[src/rtl/core/spnh_pkg.sv]
// Package for the shortest-path next-hop unit: beat types, status codes,
// function codes and default sizes. Depends on nothing.
package spnh_pkg;

	localparam int NODES_DEF       = 8;
	localparam int WEIGHT_BITS_DEF = 8;
	localparam logic [15:0] COST_MAX = 16'hFFFF;

	typedef enum logic [0:0] {
		FUNC_WRITE = 1'b0,
		FUNC_QUERY = 1'b1
	} func_t;

	typedef enum logic [1:0] {
		ST_FOUND       = 2'd0,
		ST_OUT_OF_RANGE = 2'd1,
		ST_UNREACHABLE = 2'd2,
		ST_SELF        = 2'd3
	} route_status_t;

	typedef struct packed {
		func_t       func;
		logic [2:0]  from_node;
		logic [2:0]  to_node;
		logic [7:0]  edge_weight_in;
		logic [7:0]  dest_node;
	} cmd_t;

	typedef struct packed {
		route_status_t route_status;
		logic [2:0]    next_hop;
		logic [15:0]   route_cost;
	} rsp_t;

endpackage

[src/rtl/core/spnh_link_table.sv]
// Directed link-cost memory with one write and one registered read port.
// Clears itself after reset by a sweep; depends on spnh_pkg for defaults.
module spnh_link_table #(
	parameter int NODES       = spnh_pkg::NODES_DEF,
	parameter int WEIGHT_BITS = spnh_pkg::WEIGHT_BITS_DEF,
	localparam int DEPTH      = NODES * NODES,
	localparam int AW         = $clog2(DEPTH)
) (
	input  logic                   clk,
	input  logic                   arst_n,
	input  logic                   wr_en,
	input  logic [AW-1:0]          wr_addr,
	input  logic [WEIGHT_BITS-1:0] wr_data,
	input  logic [AW-1:0]          rd_addr,
	output logic [WEIGHT_BITS-1:0] rd_data,
	output logic                   busy
);

	logic [WEIGHT_BITS-1:0] mem [DEPTH];
	logic                   busy_q;
	logic [AW-1:0]          clr_q;
	logic                   we;
	logic [AW-1:0]          wa;
	logic [WEIGHT_BITS-1:0] wd;

	always_ff @(posedge clk or negedge arst_n) begin
		if (!arst_n) begin
			busy_q <= 1'b1;
			clr_q  <= '0;
		end else if (busy_q) begin
			clr_q <= clr_q + 1'b1;
			if (clr_q == AW'(DEPTH - 1)) begin
				busy_q <= 1'b0;
			end
		end
	end

	always_comb begin
		we = busy_q | wr_en;
		wa = busy_q ? clr_q : wr_addr;
		wd = busy_q ? '0 : wr_data;
	end

	always_ff @(posedge clk) begin
		if (we) begin
			mem[wa] <= wd;
		end
		rd_data <= mem[rd_addr];
	end

	assign busy = busy_q;

endmodule

[src/rtl/core/shortest_path_next_hop_unit.sv]
// Top level of the shortest-path next-hop unit: command decode, search FSM,
// per-node distance/predecessor memory. Depends on spnh_pkg, spnh_link_table.
//
//   channel | dir | handshake             | beat
//   cmd     | in  | cmd_valid / cmd_ready | spnh_pkg::cmd_t
//   rsp     | out | rsp_valid / rsp_ready | spnh_pkg::rsp_t
//   cfg     | in  | cfg_valid / cfg_ready | own_node, 3 bits
//
// An early-status query goes from the result register into the output
// register. A full search sets up in S_INIT, then runs up to NODES-1 rounds
// of S_SCAN, S_DRAIN and S_DECIDE, each scanning every link (one edge read
// from the link memory per cycle), then S_TRACE_RD and S_TRACE_CHK trace up
// to NODES-1 hops before the result goes into the output register. After
// reset the link memory is cleared by a sweep over its NODES*NODES entries,
// during which no command beat is taken. A result held by a stalled output
// lets command beats go on until the next result is ready; that result then
// waits, and no command beat is taken until the output frees.
module shortest_path_next_hop_unit #(
	parameter int NODES       = spnh_pkg::NODES_DEF,
	parameter int WEIGHT_BITS = spnh_pkg::WEIGHT_BITS_DEF
) (
	input  logic            clk,
	input  logic            arst_n,
	input  logic            cmd_valid,
	output logic            cmd_ready,
	input  spnh_pkg::cmd_t  cmd,
	output logic            rsp_valid,
	input  logic            rsp_ready,
	output spnh_pkg::rsp_t  rsp,
	input  logic            cfg_valid,
	output logic            cfg_ready,
	input  logic [2:0]      cfg_data
);

	localparam int NB = $clog2(NODES);
	localparam int AW = $clog2(NODES * NODES);

	typedef enum logic [6:0] {
		S_IDLE      = 7'b0000001,
		S_INIT      = 7'b0000010,
		S_SCAN      = 7'b0000100,
		S_DRAIN     = 7'b0001000,
		S_DECIDE    = 7'b0010000,
		S_TRACE_RD  = 7'b0100000,
		S_TRACE_CHK = 7'b1000000
	} state_t;

	state_t                 state_q;
	logic                   emit_q;
	spnh_pkg::rsp_t         res_q;
	logic                   rsp_valid_q;
	spnh_pkg::rsp_t         rsp_q;
	logic [2:0]             own_node_q;
	logic [NB-1:0]          dest_q;
	logic [NB-1:0]          i_q;
	logic [NB-1:0]          j_q;
	logic                   v_s1;
	logic [NB-1:0]          i_s1;
	logic [NB-1:0]          j_s1;
	logic [NODES-1:0]       in_tree_q;
	logic                   found_q;
	logic [15:0]            best_q;
	logic [NB-1:0]          bi_q;
	logic [NB-1:0]          bj_q;
	logic [NB-1:0]          hop_q;
	logic [NB-1:0]          k_q;
	logic [15:0]            cost_q;

	logic [16+NB-1:0]       node_mem [NODES];
	logic [16+NB-1:0]       node_rd_q;
	logic                   node_we;
	logic [NB-1:0]          node_wa;
	logic [16+NB-1:0]       node_wd;
	logic [NB-1:0]          node_ra;

	logic                   link_we;
	logic [AW-1:0]          link_wa;
	logic [WEIGHT_BITS-1:0] link_wd;
	logic [AW-1:0]          link_ra;
	logic [WEIGHT_BITS-1:0] link_rd;
	logic                   link_busy;

	logic                   cmd_fire;
	logic                   out_free;
	logic [NB-1:0]          src;
	logic [WEIGHT_BITS+7:0] w_ext;
	logic [16:0]            sum;
	logic [15:0]            cand;
	logic                   take;
	logic [15:0]            rd_dist;
	logic [NB-1:0]          rd_pred;

	spnh_link_table #(
		.NODES       (NODES),
		.WEIGHT_BITS (WEIGHT_BITS)
	) u_link (
		.clk     (clk),
		.arst_n  (arst_n),
		.wr_en   (link_we),
		.wr_addr (link_wa),
		.wr_data (link_wd),
		.rd_addr (link_ra),
		.rd_data (link_rd),
		.busy    (link_busy)
	);

	assign cmd_ready = (state_q == S_IDLE) && !emit_q && !link_busy;
	assign cmd_fire  = cmd_valid && cmd_ready;
	assign cfg_ready = 1'b1;
	assign out_free  = !rsp_valid_q || rsp_ready;
	assign src       = NB'(own_node_q);
	assign w_ext     = {{WEIGHT_BITS{1'b0}}, cmd.edge_weight_in};

	always_comb begin
		link_we = cmd_fire && (cmd.func == spnh_pkg::FUNC_WRITE)
			&& (32'(cmd.from_node) < NODES) && (32'(cmd.to_node) < NODES);
		link_wa = AW'(32'(cmd.from_node) * NODES + 32'(cmd.to_node));
		link_wd = w_ext[WEIGHT_BITS-1:0];
		link_ra = AW'(32'(i_q) * NODES + 32'(j_q));
	end

	always_comb begin
		rd_dist = node_rd_q[16+NB-1:NB];
		rd_pred = node_rd_q[NB-1:0];
		sum     = {1'b0, rd_dist} + 17'(link_rd);
		cand    = sum[16] ? spnh_pkg::COST_MAX : sum[15:0];
		take    = v_s1 && in_tree_q[i_s1] && (link_rd != '0) && !in_tree_q[j_s1]
			&& (!found_q || (cand < best_q));
	end

	always_comb begin
		node_we = 1'b0;
		node_wa = bj_q;
		node_wd = {best_q, bi_q};
		node_ra = (state_q == S_TRACE_RD) ? hop_q : i_q;
		if (state_q == S_INIT) begin
			node_we = 1'b1;
			node_wa = src;
			node_wd = '0;
		end else if (state_q == S_DECIDE && found_q) begin
			node_we = 1'b1;
		end
	end

	always_ff @(posedge clk) begin
		if (node_we) begin
			node_mem[node_wa] <= node_wd;
		end
		node_rd_q <= node_mem[node_ra];
	end

	always_ff @(posedge clk or negedge arst_n) begin
		if (!arst_n) begin
			own_node_q <= '0;
		end else if (cfg_valid && cfg_ready) begin
			own_node_q <= cfg_data;
		end
	end

	always_ff @(posedge clk or negedge arst_n) begin
		if (!arst_n) begin
			rsp_valid_q <= 1'b0;
			emit_q      <= 1'b0;
		end else begin
			if (emit_q && out_free) begin
				rsp_valid_q <= 1'b1;
				emit_q      <= 1'b0;
			end else if (rsp_valid_q && rsp_ready) begin
				rsp_valid_q <= 1'b0;
			end
			if ((state_q == S_IDLE && cmd_fire && cmd.func == spnh_pkg::FUNC_QUERY
					&& ((32'(cmd.dest_node) >= NODES) || (32'(own_node_q) >= NODES)
					|| (cmd.dest_node == 8'(own_node_q))))
				|| (state_q == S_DECIDE && !found_q)
				|| (state_q == S_TRACE_CHK && ((rd_pred == src)
					|| (k_q == NB'(NODES - 1))))) begin
				emit_q <= 1'b1;
			end
		end
	end

	always_ff @(posedge clk) begin
		if (emit_q && out_free) begin
			rsp_q <= res_q;
		end
	end

	always_ff @(posedge clk or negedge arst_n) begin
		if (!arst_n) begin
			state_q   <= S_IDLE;
			v_s1      <= 1'b0;
			found_q   <= 1'b0;
			in_tree_q <= '0;
		end else begin
			v_s1 <= (state_q == S_SCAN);
			if (take) begin
				found_q <= 1'b1;
			end
			unique case (state_q)
				S_IDLE: begin
					if (cmd_fire && cmd.func == spnh_pkg::FUNC_QUERY) begin
						if (!((32'(cmd.dest_node) >= NODES) || (32'(own_node_q) >= NODES)
							|| (cmd.dest_node == 8'(own_node_q)))) begin
							state_q <= S_INIT;
						end
					end
				end
				S_INIT: begin
					in_tree_q <= {{(NODES-1){1'b0}}, 1'b1} << src;
					found_q   <= 1'b0;
					state_q   <= S_SCAN;
				end
				S_SCAN: begin
					if (i_q == NB'(NODES - 1) && j_q == NB'(NODES - 1)) begin
						state_q <= S_DRAIN;
					end
				end
				S_DRAIN: begin
					state_q <= S_DECIDE;
				end
				S_DECIDE: begin
					found_q <= 1'b0;
					if (!found_q) begin
						state_q <= S_IDLE;
					end else begin
						in_tree_q[bj_q] <= 1'b1;
						state_q <= (bj_q == dest_q) ? S_TRACE_RD : S_SCAN;
					end
				end
				S_TRACE_RD: begin
					state_q <= S_TRACE_CHK;
				end
				S_TRACE_CHK: begin
					if (rd_pred == src || k_q == NB'(NODES - 1)) begin
						state_q <= S_IDLE;
					end else begin
						state_q <= S_TRACE_RD;
					end
				end
				default: begin
					state_q <= S_IDLE;
				end
			endcase
		end
	end

	always_ff @(posedge clk) begin
		i_s1 <= i_q;
		j_s1 <= j_q;
		if (take) begin
			best_q <= cand;
			bi_q   <= i_s1;
			bj_q   <= j_s1;
		end
		case (state_q)
			S_IDLE: begin
				dest_q <= NB'(cmd.dest_node);
				i_q    <= '0;
				j_q    <= '0;
				if (cmd_fire) begin
					if (32'(cmd.dest_node) >= NODES) begin
						res_q <= '{spnh_pkg::ST_OUT_OF_RANGE, 3'd0, 16'd0};
					end else if (32'(own_node_q) >= NODES) begin
						res_q <= '{spnh_pkg::ST_UNREACHABLE, 3'd0, 16'd0};
					end else begin
						res_q <= '{spnh_pkg::ST_SELF, 3'd0, 16'd0};
					end
				end
			end
			S_SCAN: begin
				if (j_q == NB'(NODES - 1)) begin
					j_q <= '0;
					i_q <= i_q + 1'b1;
				end else begin
					j_q <= j_q + 1'b1;
				end
			end
			S_DECIDE: begin
				i_q    <= '0;
				j_q    <= '0;
				hop_q  <= dest_q;
				k_q    <= '0;
				cost_q <= best_q;
				res_q  <= '{spnh_pkg::ST_UNREACHABLE, 3'd0, 16'd0};
			end
			S_TRACE_CHK: begin
				k_q   <= k_q + 1'b1;
				hop_q <= rd_pred;
				if (rd_pred == src) begin
					res_q <= '{spnh_pkg::ST_FOUND, 3'(hop_q), cost_q};
				end else begin
					res_q <= '{spnh_pkg::ST_FOUND, 3'(rd_pred), cost_q};
				end
			end
			default: begin
			end
		endcase
	end

	assign rsp_valid = rsp_valid_q;
	assign rsp       = rsp_q;

	a_ready_only_idle: assert property (@(posedge clk) disable iff (!arst_n)
		cmd_ready |-> (state_q == S_IDLE) && !link_busy)
		else $error("command taken outside idle");

	a_src_in_tree: assert property (@(posedge clk) disable iff (!arst_n)
		(state_q == S_SCAN || state_q == S_DECIDE) |-> in_tree_q[src])
		else $error("own node missing from tree during search");

	a_new_node: assert property (@(posedge clk) disable iff (!arst_n)
		(state_q == S_DECIDE && found_q) |-> !in_tree_q[bj_q])
		else $error("chosen node already in tree");

	a_no_result_during_scan: assert property (@(posedge clk) disable iff (!arst_n)
		(state_q == S_SCAN || state_q == S_DRAIN) |-> !emit_q)
		else $error("result pending while searching");

endmodule
[config.mk]
export PLATFORM = sky130hd
export DESIGN_NAME = shortest_path_next_hop_unit
export DESIGN_NICKNAME = d
export VERILOG_FILES = /design/src/rtl/core/spnh_pkg.sv /design/src/rtl/core/spnh_link_table.sv /design/src/rtl/core/shortest_path_next_hop_unit.sv
export SDC_FILE = /design/constraint.sdc
export NUM_CORES = 1
export LEC_CHECK = 0
export ABC_CLOCK_PERIOD_IN_PS = 15470
export BUFFER_PORTS_ARGS = -buffer_cell sky130_fd_sc_hd__buf_4
export CAP_MARGIN = 40
export CORE_AREA = 10 10 295 269
export DETAILED_ROUTE_END_ITERATION = 10
export DIE_AREA = 0 0 305 279
export SYNTH_ARGS = -nofsm -noshare
export SYNTH_HDL_FRONTEND = slang
export SYNTH_HIERARCHICAL = 1
export SYNTH_SLANG_ARGS = --single-unit
[constraint.sdc]
create_clock -name clk -period 15.47 [get_ports clk]
set_input_delay 0.7735 -clock clk [delete_from_list [all_inputs] [get_ports clk]]
set_output_delay 0.7735 -clock clk [all_outputs]
set_load 0.02 [all_outputs]
Yosys cells after proc, flatten, opt, wreduce, memory -nomap -nowiden
Memory sizes are Yosys's and may differ from the RTL's. A register that Yosys moved wholly into a read port is not among the register bits. Cells that the tools add are included.

Register bits after elaboration: 130. Bits in latches: 0. RAM bits: 664. Bits in read-only memories: 0. Output and inout port bits: 24. Memories: 2.

$add $sub $neg: 7. Multipliers: 0. Divide/modulo/power cells: 0. Order comparisons: 6. Eq/ne operators: 20. Shifts and indexed selects: 1. Multiplexer cells: 45. Bitwise operators: 3. Reduce and logical (&&, ||, !) cells: 44.

Memories: u_link.mem (words 64, width 8, read ports 1, clocked after Yosys merged registers in 1, write ports 1, RTL line spnh_link_table.sv:19) `logic [WEIGHT_BITS-1:0] mem [DEPTH];`; node_mem (words 8, width 19, read ports 1, clocked after Yosys merged registers in 1, write ports 1, RTL line shortest_path_next_hop_unit.sv:69) `logic [16+NB-1:0] node_mem [NODES];`.

Operators with widths (number): $pmux W21 S3 (1); $pmux W7 S7 (1); $mux W21 (2); $mux W19 (2); $mux W6 (4); $pmux W3 S2 (4); $mux W7 (3); $logic_and A1 B1 Y1 (19); $add A16 B8 Y17 (1); $mux W1 (17); $lt A16 B16 Y1 (1); $mux W16 (1); $mux W8 (2); $pmux W8 S2 (1); $add A6 B3 Y6 (2); $lt A3 B4 Y1 const B (3); $mux W3 (4); $reduce_bool A2 Y1 (6); $add A3 B1 Y3 const B (3); $eq A3 B3 Y1 const B (3); $eq A8 B3 Y1 (1); $ge A8 B4 Y1 const B (1); $or A8 B8 Y8 (1); $reduce_bool A8 Y1 (1); 24 further kinds (42).

Depth between registers and ports, before layout
Word-level depth: 10. Depth in mapped cells: 15.

By module
The synthesis kept the hierarchy.

Modules (own cells, without submodules): spnh_link_table (times used 1, cells each 970, area an instance 20552.2 µm², seq. area each 15711.3 µm²); shortest_path_next_hop_unit (times used 1, cells each 786, area an instance 11989.0 µm², seq. area each 8469.4 µm²).

Worst setup path after synthesis
No wires, ideal clock.

Path kind: reg-to-reg. From: register node_rd_q[3], read port of node_mem. To: register best_q[0] (enable). Library setup time: 0.435 ns. Data arrival time: 4.619 ns. Slack: 10.416 ns. Cell stages (with the launch flop): 16. Path buffers: 0. Clock period less this slack: 5.054 ns. Cells stage by stage: dfxtp_1 ha_1 fa_1 a211oi_1 nor2_1 o21a_1 nand3_1 or2_2 mux2_2 ha_1 nand4_1 or4_1 a21oi_1 nor4_1 o211ai_1 a21boi_0.

Longest elaborated chain between the ends: 5.

RTL lines: start, declared (RTL line shortest_path_next_hop_unit.sv:70) `logic [16+NB-1:0] node_rd_q;`; $add A16 B8 Y17 (RTL line shortest_path_next_hop_unit.sv:125) `sum = {1'b0, rd_dist} + 17'(link_rd);`; $mux W16 (RTL line shortest_path_next_hop_unit.sv:126) `cand = sum[16] ? spnh_pkg::COST_MAX : sum[15:0];`; via cand[14] (RTL line shortest_path_next_hop_unit.sv:88) `logic [15:0] cand;`; $lt A16 B16 Y1 (RTL line shortest_path_next_hop_unit.sv:128) `&& (!found_q || (cand < best_q));`; $logic_or A1 B1 Y1 (RTL line shortest_path_next_hop_unit.sv:128); $logic_and A1 B1 Y1 (RTL line shortest_path_next_hop_unit.sv:128); via take (RTL line shortest_path_next_hop_unit.sv:89) `logic take;`; end signal, assigned (RTL line shortest_path_next_hop_unit.sv:251) `best_q <= cand;`; end, declared (RTL line shortest_path_next_hop_unit.sv:62) `logic [15:0] best_q;`.

The timed path passes the listed nets, and every way through them passes these cells. A chain may end at the register's enable or synchronous reset.

Worst setup path in the final report
From: register node_rd_q[3], read port of node_mem. To: register best_q[1] (enable).

Same word-level chain as after synthesis.

==> run metrics <==
WS Path Type=register to register; combinational power share=0.029; critical path's slowest cell=a21boi_2; Synth Register Bits=between 800 and 900; P_sw=between 900 and 1000 uW; CTS clk-pin slew, worst paths=about 0.060 ns; share of Yosys cell area claimed by the top area cell type=0.700; Gate Count Post-Synth=about 1.8k; Reg power frac=0.548; Slew Limit Fails=0; Total GRT Usage=0.164; Worst Path Required=roughly 16 ns; fmax=about 0.22 GHz; pin count of the biggest net entering global routing=130; initial antenna violation count=0; number of warnings issued by yosys=6; Num CTS Buffers=84; total power=about 4500 uW; DR iter-0 viols=between 1.5k and 2k; Port Buffers=53; Hold Path Class=primary input to asynchronous set/reset pin; period utilisation layout=0.292; Final Net Count=slightly below 2k; top-level I/O count=55; Worst-Skew Late Latency=just over 0.6 ns; Final ANT Viol Nets=0; num rows=94; LEAKAGE=0.0122 uW; Initial Utilization=0.447; CTS tree=built; post-CTS setup buffer count=0; Die Area=approximately 85000 um^2; setup TNS=0 ns; Final Worst Setup Slack=approximately 11 ns; Wirelength per Cell=about 25 um; root buf cell=clkbuf_16; share of cells above drive strength 1=0.212; Worst Clk Skew=between 0.03 and 0.04 ns; Buffers & Inverters on Critical Path=1; Critical Path Start Type=register; Netlist cell types=68; vias in the first global route=16.8k; syn nets=about 1.8k; total number of vias=16.6k; post-route minimum period=4.52 ns; Post-CTS Hold Fix Bufs=0; final hold vios=0; dominant synthesized flop cell=edfxtp_1; gpl congestion=0.801; CTS Sinks=821; Sw Ratio=0.203; CP Capture Type=register; largest stage delay on the critical path=0.51 ns; Setup Viol. Count Final=0; Post-Place Setup Slack=10.98 ns; Max Cap Viol=0; H-tree levels=3; most area-hungry cell type in the Yosys netlist=edfxtp_1; Max-slew headroom=0.384; commonest non-fill, non-tap cells in the layout=759 x edfxtp_1, 125 x nor2_1, 125 x mux4_2; clock share of power=0.423; die height=around 280 um; Longest Clk Path Bufs=3; drt pass-1 iters=7; maximum vdd ir drop=about 0.000076 V; crit-path cells=ha_1, fa_1, a211oi_1, nor2_1, o21a_1, nand4_1, nand2_1, mux2_2, ha_1, nand4_1, or4_1, a21oi_1, nor4_1, o211ai_1, a21boi_2, buf_8; most common cell after layout, fill and taps aside=edfxtp_1; hpwl dp=44.5 mm; P&R area growth vs syn=13.2%; status=finished, final reports clean; Avg Synthesized Cell Area=18.5 um^2; number of flops mapped to enable cells by yosys=roughly 760; first-pass GRT wire length=around 110 mm; cell family with most CP delay=compound AO/OA/AOI/OAI gates; Residual DRC=0; post-cts sizing count=0; Post-Syn Area=32500 um^2; total grt overflow=0; Core Region=72800 um^2; asr flop ratio synth=0.0353; total internal power=approximately 3500 uW; sequential area share after synthesis=0.743; Pwr Density=approximately 120 nW/um^2; DR vias/cell=~5.7; WL final=71.0 mm; die width=around 300 um; critical path arrival=around 4.8 ns; n_diodes=0; CP Max Fanout=14; Slew @ Worst Pin=around 0.9 ns; synth top area cells=edfxtp_1 70%, mux4_2 8.7%, mux2i_1 2.2%; RSZ-0062 raised after global routing=false
## cells by family (layout without fill, tap and decap cells)
kind of cell	Yosys count	in the layout	share of synthesized area
and+or+nand+nor	330	330	0.0480
DFF	821	821	0.743
adders and majority gates	31	31	0.0122
muxes	256	256	0.133
AOI/OAI and AO/OA	193	193	0.0404
other	1	1	0.000115
buffers and inverters	102	282	0.0177
xor gates and xnor gates	22	22	0.00592
## metal layers
metal,vias up,global-route usage,routed length (um)
met5,-,0,0
met4,0,0.0471,1340
met3,103,0.0306,4700
met2,543,0.249,32400
met1,8634,0.241,32600
li1,7286,-,-
## power by group through the flow
stage          clock network [uW]  registers (uW)  logic [uW]
2_1_floorplan                   0            2490        75.5
3_3_place_gp                    0            2490         125
3_5_place_dp                    0            2490         130
4_1_cts                      1930            2440         131
5_1_grt                      2020            2440         140
6_report                     1890            2440         129
## synthesized netlist by cell type (12+ instances only)
master and number:
a221oi_1 24, nand3_1 21, ha_1 30, dfrtp_1 27, xor2_1 16, a21oi_1 29, nand2_1 78, o22ai_1 38
o21ai_0 20, clkbuf_1 27, buf_2 21, edfxtp_1 759, o21ai_1 12, nor2_1 126, mux2_2 50, dfxtp_1 33
nor2b_1 19, mux2i_1 73, inv_1 25, and2_1 29, mux4_2 125
## worst paths after layout
path / startpoint / cells after the start / to / slack [ns]
setup / recovery: node_rd_q[3] / 16 / best_q[1] / 10.95
hold / removal: arst_n / 1 / own_node_q[0] / 0.11
setup reg to reg: node_rd_q[3] / 16 / best_q[1] / 10.95
hold reg to reg: res_q[20] / 0 / rsp[20] / 0.41
max in group asynchronous: arst_n / 1 / state_q[0] / 14.99
min in group clk: cmd[1] / 1 / dest_q[1] / 0.37
## flip-flops by register name, indices dropped and copies added (netlist names), 6 cells and up
signal	flops
u_link/clr_q	6
node_rd_q	19
best_q	16
state_q	7
cost_q	16
in_tree_q	8
res_q	21
u_link/rd_data	8
rsp	21
u_link/mem	512
node_mem	152
## stage by stage
| stage | hold slack, ns | utilization | instances | area [um^2] |
|---|---|---|---|---|
| 5_1_grt | 0.124 | 0.506 | 2896 | 36800 |
| 3_5_place_dp | 0.405 | 0.471 | 2741 | 34300 |
| 6_report | 0.111 | 0.506 | 2896 | 36800 |
| 3_3_place_gp | 0.401 | 0.467 | 2722 | 34000 |
| 4_1_cts | 0.0966 | 0.506 | 2896 | 36800 |
| 2_1_floorplan | 0.396 | - | 1756 | 32500 |
## cell type report
| type | instances | area, um^2 |
|---|---|---|
| flip-flops and latches | 821 | 24200 |
| clock inverters | 46 | 319 |
| well taps | 960 | 1200 |
| multi-input cells | 833 | 7900 |
| clock buffers | 109 | 2240 |
| repair buffers | 100 | 893 |
| fillers | 5851 | 36000 |
| inverters | 27 | 101 |
Note: power is estimated with default switching activity, not from simulation.
